$ cat config.mk
export PLATFORM = sky130hd
export DESIGN_NAME = escape_byte_stuffing_codec
export DESIGN_NICKNAME = d
export VERILOG_FILES = /design/src/design/ebsc_pkg.sv /design/src/design/ebsc_core.sv /design/src/design/ebsc_outbuf.sv /design/src/design/escape_byte_stuffing_codec.sv
export SDC_FILE = /design/constraint.sdc
export NUM_CORES = 1
export LEC_CHECK = 0
export ABC_CLOCK_PERIOD_IN_PS = 5900
export BUFFER_PORTS_ARGS = -buffer_cell sky130_fd_sc_hd__buf_2
export CAP_MARGIN = 20
export CORE_ASPECT_RATIO = 0.7
export CORE_MARGIN = 4
export CORE_UTILIZATION = 35
export DETAILED_ROUTE_END_ITERATION = 16
export SLEW_MARGIN = 20
export SYNTH_ARGS = -nofsm -noshare
export SYNTH_HDL_FRONTEND = slang
export SYNTH_SLANG_ARGS = --single-unit
$ cat constraint.sdc
create_clock -name clk -period 5.9 [get_ports clk]
set_clock_uncertainty 0.15 [all_clocks]
set_input_delay 0.295 -clock clk [delete_from_list [all_inputs] [get_ports clk]]
set_output_delay 0.295 -clock clk [all_outputs]
set_load 0.03 [all_outputs]
$ cat src/design/ebsc_pkg.sv
// Shared types and byte constants for the escape byte-stuffing codec.
package ebsc_pkg;

  // Escape and substitute byte codes.
  localparam logic [7:0] ESC_BYTE = 8'hEF;
  localparam logic [7:0] ESC_SUB  = 8'hEA;
  localparam logic [7:0] SUB_BYTE = 8'h1A;
  localparam logic [7:0] ESC_1B   = 8'hEB;
  localparam logic [7:0] BYTE_1B  = 8'h1B;

  // Values of the direction register.
  localparam logic DIR_ENCODE = 1'b0;
  localparam logic DIR_DECODE = 1'b1;

  // Input beat payload.
  typedef struct packed {
    logic [7:0] in_byte;
    logic       in_frame_end;
  } ebsc_in_t;

  // Output beat payload.
  typedef struct packed {
    logic [7:0] out_byte;
    logic       run_last;
    logic       out_frame_end;
  } ebsc_out_t;

  // Summary of one coded item, passed from the core to the output buffer.
  typedef struct packed {
    logic [1:0] cnt;
    logic       pending_nxt;
  } ebsc_res_t;

endpackage

$ cat src/design/ebsc_core.sv
// Combinational encode/decode mapping of one input byte into up to two output beats.
module ebsc_core
  import ebsc_pkg::*;
(
  input  logic      direction,
  input  logic      pending,
  input  ebsc_in_t  item,
  output ebsc_res_t res,
  output ebsc_out_t beat0,
  output ebsc_out_t beat1
);

  logic [7:0] b;
  logic       fend;

  assign b    = item.in_byte;
  assign fend = item.in_frame_end;

  // Work out how many beats this byte gives and what they carry.
  always_comb begin
    res.cnt         = 2'd1;
    res.pending_nxt = 1'b0;
    beat0           = '{out_byte: b, run_last: 1'b1, out_frame_end: fend};
    beat1           = '{out_byte: b, run_last: 1'b1, out_frame_end: fend};
    if (direction == DIR_ENCODE) begin
      // Escape the three special bytes as a two-beat pair.
      priority if (b == SUB_BYTE) begin
        res.cnt        = 2'd2;
        beat0          = '{out_byte: ESC_BYTE, run_last: 1'b0, out_frame_end: 1'b0};
        beat1.out_byte = ESC_SUB;
      end else if (b == ESC_BYTE) begin
        res.cnt        = 2'd2;
        beat0          = '{out_byte: ESC_BYTE, run_last: 1'b0, out_frame_end: 1'b0};
        beat1.out_byte = ESC_BYTE;
      end else if (b == BYTE_1B) begin
        res.cnt        = 2'd2;
        beat0          = '{out_byte: ESC_BYTE, run_last: 1'b0, out_frame_end: 1'b0};
        beat1.out_byte = ESC_1B;
      end else begin
        res.cnt = 2'd1;
      end
    end else if (pending) begin
      // A held escape either completes a pair or is flushed ahead of the byte.
      priority if (b == ESC_SUB) begin
        beat0.out_byte = SUB_BYTE;
      end else if (b == ESC_BYTE) begin
        beat0.out_byte = ESC_BYTE;
      end else if (b == ESC_1B) begin
        beat0.out_byte = BYTE_1B;
      end else begin
        res.cnt = 2'd2;
        beat0   = '{out_byte: ESC_BYTE, run_last: 1'b0, out_frame_end: 1'b0};
      end
    end else if (b == ESC_BYTE && !fend) begin
      // Hold the escape until the next byte arrives.
      res.cnt         = 2'd0;
      res.pending_nxt = 1'b1;
    end
  end

endmodule

$ cat src/design/ebsc_outbuf.sv
// Two-entry result register that feeds the output channel one beat at a time.
module ebsc_outbuf
  import ebsc_pkg::*;
(
  input  logic      clk,
  input  logic      rst_n,
  input  logic      load,
  input  ebsc_res_t res,
  input  ebsc_out_t beat0,
  input  ebsc_out_t beat1,
  output logic      space,
  output logic      out_valid,
  input  logic      out_ready,
  output ebsc_out_t out_data
);

  logic [1:0] cnt_r, cnt_nxt;
  ebsc_out_t  slot0_r, slot0_nxt;
  ebsc_out_t  slot1_r, slot1_nxt;
  logic       pop;

  assign out_valid = (cnt_r != 2'd0);
  assign out_data  = slot0_r;
  assign pop       = out_valid && out_ready;
  // Room for a new item once the buffer is empty or its last beat leaves now.
  assign space     = (cnt_r == 2'd0) || ((cnt_r == 2'd1) && out_ready);

  // Next fill level and slot contents.
  always_comb begin
    cnt_nxt   = cnt_r;
    slot0_nxt = slot0_r;
    slot1_nxt = slot1_r;
    if (load) begin
      cnt_nxt   = res.cnt;
      slot0_nxt = beat0;
      slot1_nxt = beat1;
    end else if (pop) begin
      cnt_nxt   = cnt_r - 2'd1;
      slot0_nxt = slot1_r;
    end
  end

  // Fill level is control state; the slots are payload only.
  always_ff @(posedge clk) begin
    if (!rst_n) begin
      cnt_r <= 2'd0;
    end else begin
      cnt_r <= cnt_nxt;
    end
  end

  always_ff @(posedge clk) begin
    slot0_r <= slot0_nxt;
    slot1_r <= slot1_nxt;
  end

endmodule

$ cat src/design/escape_byte_stuffing_codec.sv
// Top level of the escape byte-stuffing codec: mode register, escape state and output buffer.
// The codec escapes (direction 0) or unescapes (direction 1) a byte stream. Each input beat
// is coded in the cycle it is accepted and lands in a two-entry result register that drains
// one output beat per cycle while out_ready is high. A byte that gives one output beat can be
// followed by a new input beat in every such cycle; a byte that gives two output beats (an
// escape pair, or a flushed escape) holds off the next input beat until its second beat
// leaves, bounded by the single-byte output channel. A held escape gives no output beat.
// Write the direction register only while the codec is idle; every write drops a held escape.
module escape_byte_stuffing_codec
  import ebsc_pkg::*;
(
  input  logic      clk,
  input  logic      rst_n,
  input  logic      in_valid,
  output logic      in_ready,
  input  ebsc_in_t  in_data,
  output logic      out_valid,
  input  logic      out_ready,
  output ebsc_out_t out_data,
  input  logic      cfg_valid,
  output logic      cfg_ready,
  input  logic      cfg_direction
);

  logic      direction_r, direction_nxt;
  logic      pending_r, pending_nxt;
  logic      in_fire;
  ebsc_res_t res;
  ebsc_out_t beat0;
  ebsc_out_t beat1;

  assign cfg_ready = 1'b1;
  assign in_fire   = in_valid && in_ready;

  // Coding logic for the beat at the input.
  ebsc_core u_core (
    .direction (direction_r),
    .pending   (pending_r),
    .item      (in_data),
    .res       (res),
    .beat0     (beat0),
    .beat1     (beat1)
  );

  // Result register toward the output channel.
  ebsc_outbuf u_outbuf (
    .clk       (clk),
    .rst_n     (rst_n),
    .load      (in_fire),
    .res       (res),
    .beat0     (beat0),
    .beat1     (beat1),
    .space     (in_ready),
    .out_valid (out_valid),
    .out_ready (out_ready),
    .out_data  (out_data)
  );

  // Mode register and held-escape flag.
  always_comb begin
    direction_nxt = direction_r;
    pending_nxt   = pending_r;
    if (cfg_valid && cfg_ready) begin
      direction_nxt = cfg_direction;
      pending_nxt   = 1'b0;
    end else if (in_fire) begin
      pending_nxt = res.pending_nxt;
    end
  end

  always_ff @(posedge clk) begin
    if (!rst_n) begin
      direction_r <= DIR_ENCODE;
      pending_r   <= 1'b0;
    end else begin
      direction_r <= direction_nxt;
      pending_r   <= pending_nxt;
    end
  end

`ifndef ASSERT_OFF
  // Encode mode never holds an escape.
  a_no_pending_encode: assert property (@(posedge clk) disable iff (!rst_n)
    (direction_r == DIR_ENCODE) |-> !pending_r)
    else $error("escape held in encode mode");

  // An accepted item with results always shows a beat in the next cycle.
  a_result_shown: assert property (@(posedge clk) disable iff (!rst_n)
    (in_fire && res.cnt != 2'd0) |=> out_valid)
    else $error("accepted item produced no output beat");

  // With nothing buffered, the input side is never stalled.
  a_ready_when_empty: assert property (@(posedge clk) disable iff (!rst_n)
    !out_valid |-> in_ready)
    else $error("input stalled with empty result register");

  // The first beat of a two-beat result is never marked last.
  a_pair_first: assert property (@(posedge clk) disable iff (!rst_n)
    (in_fire && res.cnt == 2'd2) |=> (out_valid && !out_data.run_last))
    else $error("first beat of a pair marked last");
`endif

endmodule

==> report_table.html <==
<table>
<tr><th>Metric</th><th>Value</th></tr>
<tr><th colspan="2">Global route</th></tr>
<tr><td>Pin count of the biggest net entering global routing</td><td>18</td></tr>
<tr><td>GRT met2 Usage</td><td>16.2%</td></tr>
<tr><td>Vias in the first global route</td><td>773</td></tr>
<tr><td>First-pass GRT wire length</td><td>3740 microns</td></tr>
<tr><td>GRT Max-Usage Layer</td><td>met2</td></tr>
<tr><td>Number of antenna violations at the first check in global routing</td><td>0</td></tr>
<tr><td>GRT Util Overall</td><td>11.1%</td></tr>
<tr><td>Met1 capacity usage during global routing</td><td>15.4%</td></tr>
<tr><td>Met3 Track Usage GR</td><td>3.72%</td></tr>
<tr><td>Total grt overflow</td><td>0</td></tr>
<tr><th colspan="2">Timing</th></tr>
<tr><td>Shortest period the worst path allows</td><td>2.59 ns</td></tr>
<tr><td>Setup tns final</td><td>0 ns</td></tr>
<tr><td>Slew at the pin closest to its max-slew limit</td><td>0.511 ns</td></tr>
<tr><td>Number of hold violations in the final report</td><td>0</td></tr>
<tr><td>Maximum operating frequency</td><td>387 MHz</td></tr>
<tr><td>Final slew viol count</td><td>0</td></tr>
<tr><td>Max-slew headroom</td><td>65.7%</td></tr>
<tr><td>Endpoints failing setup</td><td>0</td></tr>
<tr><td>Final critical-path share of the clock period</td><td>43.8%</td></tr>
<tr><td>Unrepaired setup endpoints after global routing</td><td>false</td></tr>
<tr><th colspan="2">Clock network</th></tr>
<tr><td>Number of buffers inserted by post-CTS setup repair</td><td>0</td></tr>
<tr><td>Post-cts sizing count</td><td>0</td></tr>
<tr><td>Worst-skew pair later-pin latency</td><td>0.27 ns</td></tr>
<tr><td>Library cell used as clock root buffer</td><td>clkbuf_8</td></tr>
<tr><td>Depth of the CTS H-tree</td><td>1</td></tr>
<tr><td>CTS Sinks</td><td>23</td></tr>
<tr><td>Number of buffers created by CTS</td><td>3</td></tr>
<tr><td>Number of buffers between clock root and the deepest sink</td><td>2</td></tr>
<tr><td>Register clock-pin slew on the reported worst setup and hold paths</td><td>0.08 ns</td></tr>
<tr><td>CTS hold repair buffers</td><td>0</td></tr>
<tr><td>CTS tree</td><td>built</td></tr>
<tr><th colspan="2">Power</th></tr>
<tr><td>Clk pwr share</td><td>19.2%</td></tr>
<tr><td>Switching power as a share of total power</td><td>37.0%</td></tr>
<tr><td>Combinational fraction of design power</td><td>34.7%</td></tr>
<tr><td>Sequential share of power</td><td>46.1%</td></tr>
<tr><td>Switching component of the power</td><td>0.191 mW</td></tr>
<tr><td>Total chip power</td><td>0.515 mW</td></tr>
<tr><td>Lkg Pwr</td><td>0.529 nW</td></tr>
<tr><td>PD cells</td><td>390 nW/um^2</td></tr>
<tr><td>VDD IR max</td><td>0.000107 V</td></tr>
<tr><td>Internal Pwr Total</td><td>0.325 mW</td></tr>
<tr><th colspan="2">Placement</th></tr>
<tr><td>Hpwl dp</td><td>1700 microns</td></tr>
<tr><td>Final weighted congestion in routability-driven placement</td><td>0.770</td></tr>
<tr><td>Count of port buffers added during placement</td><td>26</td></tr>
<tr><th colspan="2">Critical path</th></tr>
<tr><td>Reg-to-Reg End</td><td>u_outbuf.out_data[6]</td></tr>
<tr><td>CP arrival</td><td>2.44 ns</td></tr>
<tr><td>Critical path class</td><td>flip-flop to flip-flop</td></tr>
<tr><td>Worst endpoint required time</td><td>5.75 ns</td></tr>
<tr><td>Critical Path Source Type</td><td>flip-flop</td></tr>
<tr><td>Worst R2R Start</td><td>u_outbuf.cnt_r[0]</td></tr>
<tr><td>Worst reg-to-reg path cell count</td><td>7</td></tr>
<tr><td>CP endpoint kind</td><td>flip-flop</td></tr>
<tr><td>Biggest fanout along the worst timing path</td><td>17</td></tr>
<tr><td>Register-to-register setup slack</td><td>3.31 ns</td></tr>
<tr><th colspan="2">Hold path</th></tr>
<tr><td>Min-Delay Endpoint</td><td>pending_r</td></tr>
<tr><td>Count of cells along the worst hold path</td><td>2</td></tr>
<tr><td>Type of the worst min-delay path</td><td>input port to flip-flop</td></tr>
<tr><td>Worst Min Path Start</td><td>cfg_valid</td></tr>
<tr><th colspan="2">Drt</th></tr>
<tr><td>Number of remaining DRC errors</td><td>0</td></tr>
<tr><td>Vias after detailed routing</td><td>801</td></tr>
<tr><td>Vias/cell</td><td>4.94</td></tr>
<tr><td>DR pass1 iterations</td><td>4</td></tr>
<tr><td>Antenna-violating nets left</td><td>0</td></tr>
<tr><td>Final Routed Wirelength</td><td>2250 microns</td></tr>
<tr><td>Routed wire per std cell</td><td>13.9 microns</td></tr>
<tr><td>Iteration-0 DRC count of the detailed router</td><td>37</td></tr>
<tr><th colspan="2">Synth</th></tr>
<tr><td>Proportion of netlist area held by the largest area contributor</td><td>50.4%</td></tr>
<tr><td>Synthesized flop and latch total</td><td>23</td></tr>
<tr><td>Gate count after technology mapping</td><td>103</td></tr>
<tr><td>Area contributors post-synth</td><td>edfxtp_1 50%, dfxtp_1 7.1%, nand2_1 6.0%, o21ai_0 5.3%, ha_1 2.2%</td></tr>
<tr><td>Number of synthesized flops with an enable pin</td><td>19</td></tr>
<tr><td>Main flop type after synthesis</td><td>edfxtp_1</td></tr>
<tr><td>Post-Synthesis Net Count</td><td>120</td></tr>
<tr><td>Area leader, netlist</td><td>edfxtp_1</td></tr>
<tr><td>Top cell types by occurrence after synthesis</td><td>19 x edfxtp_1, 18 x nand2_1, 12 x o21ai_0</td></tr>
<tr><td>Number of library cell types mapped by synthesis</td><td>36</td></tr>
<tr><td>Mapped cell area</td><td>1130 sq um</td></tr>
<tr><td>Synth warn</td><td>0</td></tr>
<tr><td>Mean post-synth cell area</td><td>11.0 sq um</td></tr>
<tr><td>Most common cell in the synthesized netlist</td><td>edfxtp_1</td></tr>
<tr><td>Share of synthesized flip-flops with an asynchronous set or reset</td><td>0%</td></tr>
<tr><td>Proportion of synthesized chip area in sequential cells</td><td>57.5%</td></tr>
<tr><th colspan="2">Run</th></tr>
<tr><td>Reported max-cap violation count</td><td>0</td></tr>
<tr><th colspan="2">Status</th></tr>
<tr><td>Outcome</td><td>finished, final reports clean</td></tr>
<tr><th colspan="2">Final layout</th></tr>
<tr><td>FILL cells</td><td>282</td></tr>
<tr><td>Number of diodes</td><td>0</td></tr>
<tr><td>Area Overhead vs Synth</td><td>16.8%</td></tr>
<tr><td>Utilization after layout</td><td>44.9%</td></tr>
<tr><td>Final net count</td><td>144</td></tr>
<tr><td>Fraction of layout cells with a size suffix above 1</td><td>31.7%</td></tr>
<tr><th colspan="2">Die</th></tr>
<tr><td>Die area</td><td>4220 sq um</td></tr>
<tr><td>Area of the core region</td><td>2940 sq um</td></tr>
<tr><td>Top-Level Pins</td><td>28</td></tr>
<tr><td>Initial Utilization</td><td>38.5%</td></tr>
<tr><td>Horiz. Die Dim</td><td>76.0 microns</td></tr>
<tr><td>Num rows</td><td>16</td></tr>
<tr><td>Die Height</td><td>55.6 microns</td></tr>
</table>
-- sequential cells by signal, indices dropped and copies added, names as in the netlist --
signal             count
u_outbuf.out_data     10
direction_r            1
u_outbuf.slot1_r       9
pending_r              1
u_outbuf.cnt_r         2
-- power groups by stage --
stage	sequential (mW)	combinational, mW	clock (mW)
6_report	0.238	0.179	0.0989
5_1_grt	0.242	0.197	0.108
4_1_cts	0.238	0.182	0.101
3_5_place_dp	0.242	0.181	0
3_3_place_gp	0.241	0.175	0
2_1_floorplan	0.283	0.0880	0
-- stage by stage --
step | cells | area, sq um | setup slack [ns] | hold WS [ns]
finish | 162 | 1320 | 3.31 | 0.0610
global route | 162 | 1320 | 3.03 | 0.0560
CTS | 162 | 1320 | 3.34 | 0.0542
detailed placement | 158 | 1280 | 3.34 | 0.340
global placement | 158 | 1280 | 3.48 | 0.335
floorplan | 103 | 1130 | 3.77 | 0.221
-- worst max-delay path, cell delays in order, from the launching register on --
cell	delay, ns
dfxtp_1	0.38
inv_1	0.06
ha_1	0.23
a21o_1	0.17
nand2_1	0.34
clkinv_1	0.55
o21ai_0	0.31
o22ai_1	0.13
-- layer usage --
metal  wire [microns]  vias up
li1                 -      413
met1             1130      368
met2              990       18
met3              112        2
met4               20        0
met5                0        -
-- cell families (layout without fill, tap and decap cells) --
group	Yosys count	count (layout)	synth area share (%)
flip-flops	23	23	57.5
AND/OR/NAND/NOR	38	38	17.2
multiplexers	2	2	1.88
buffers and inverters	12	35	4.42
AO/OA/AOI/OAI	25	25	16.5
adder cells (fa/ha/maj)	2	2	2.21
other	1	1	0.331
-- how the worst max path moves through the flow --
stage                 startpoint                   end  slack (ns)  depth (start not counted)
2_1_floorplan  u_outbuf.cnt_r[0]  u_outbuf.out_data[6]        3.77                          7
3_3_place_gp   u_outbuf.cnt_r[0]  u_outbuf.out_data[6]        3.48                          7
3_5_place_dp   u_outbuf.cnt_r[0]  u_outbuf.out_data[6]        3.34                          7
4_1_cts        u_outbuf.cnt_r[0]  u_outbuf.out_data[6]        3.34                          7
5_1_grt        u_outbuf.cnt_r[0]  u_outbuf.out_data[6]        3.03                          7
6_report       u_outbuf.cnt_r[0]  u_outbuf.out_data[6]        3.31                          7
-- final cells by class --
type / instances / area (sq um) / share of cell area [%]
Sequential cell: 23 / 651 / 49.2
Timing Repair Buffer: 26 / 130 / 9.84
Tap cell: 36 / 45.0 / 3.41
Clock inverter: 1 / 5.00 / 0.378
Inverter: 5 / 18.8 / 1.42
Multi-Input combinational cell: 68 / 432 / 32.6
Clock buffer: 3 / 41.3 / 3.12
-- placed cells by master, fill, tap and decap left out, drive strengths merged, types with 3 or more instances in the layout --
| cell type | instances |
|---|---|
| edfxtp | 19 |
| buf | 26 |
| dfxtp | 4 |
| inv | 4 |
| or2 | 3 |
| nand2 | 18 |
| clkbuf | 3 |
| o21ai | 12 |
| nor2 | 4 |
| nor3 | 3 |
| a21oi | 4 |
Note: power is estimated with default switching activity, not from simulation.
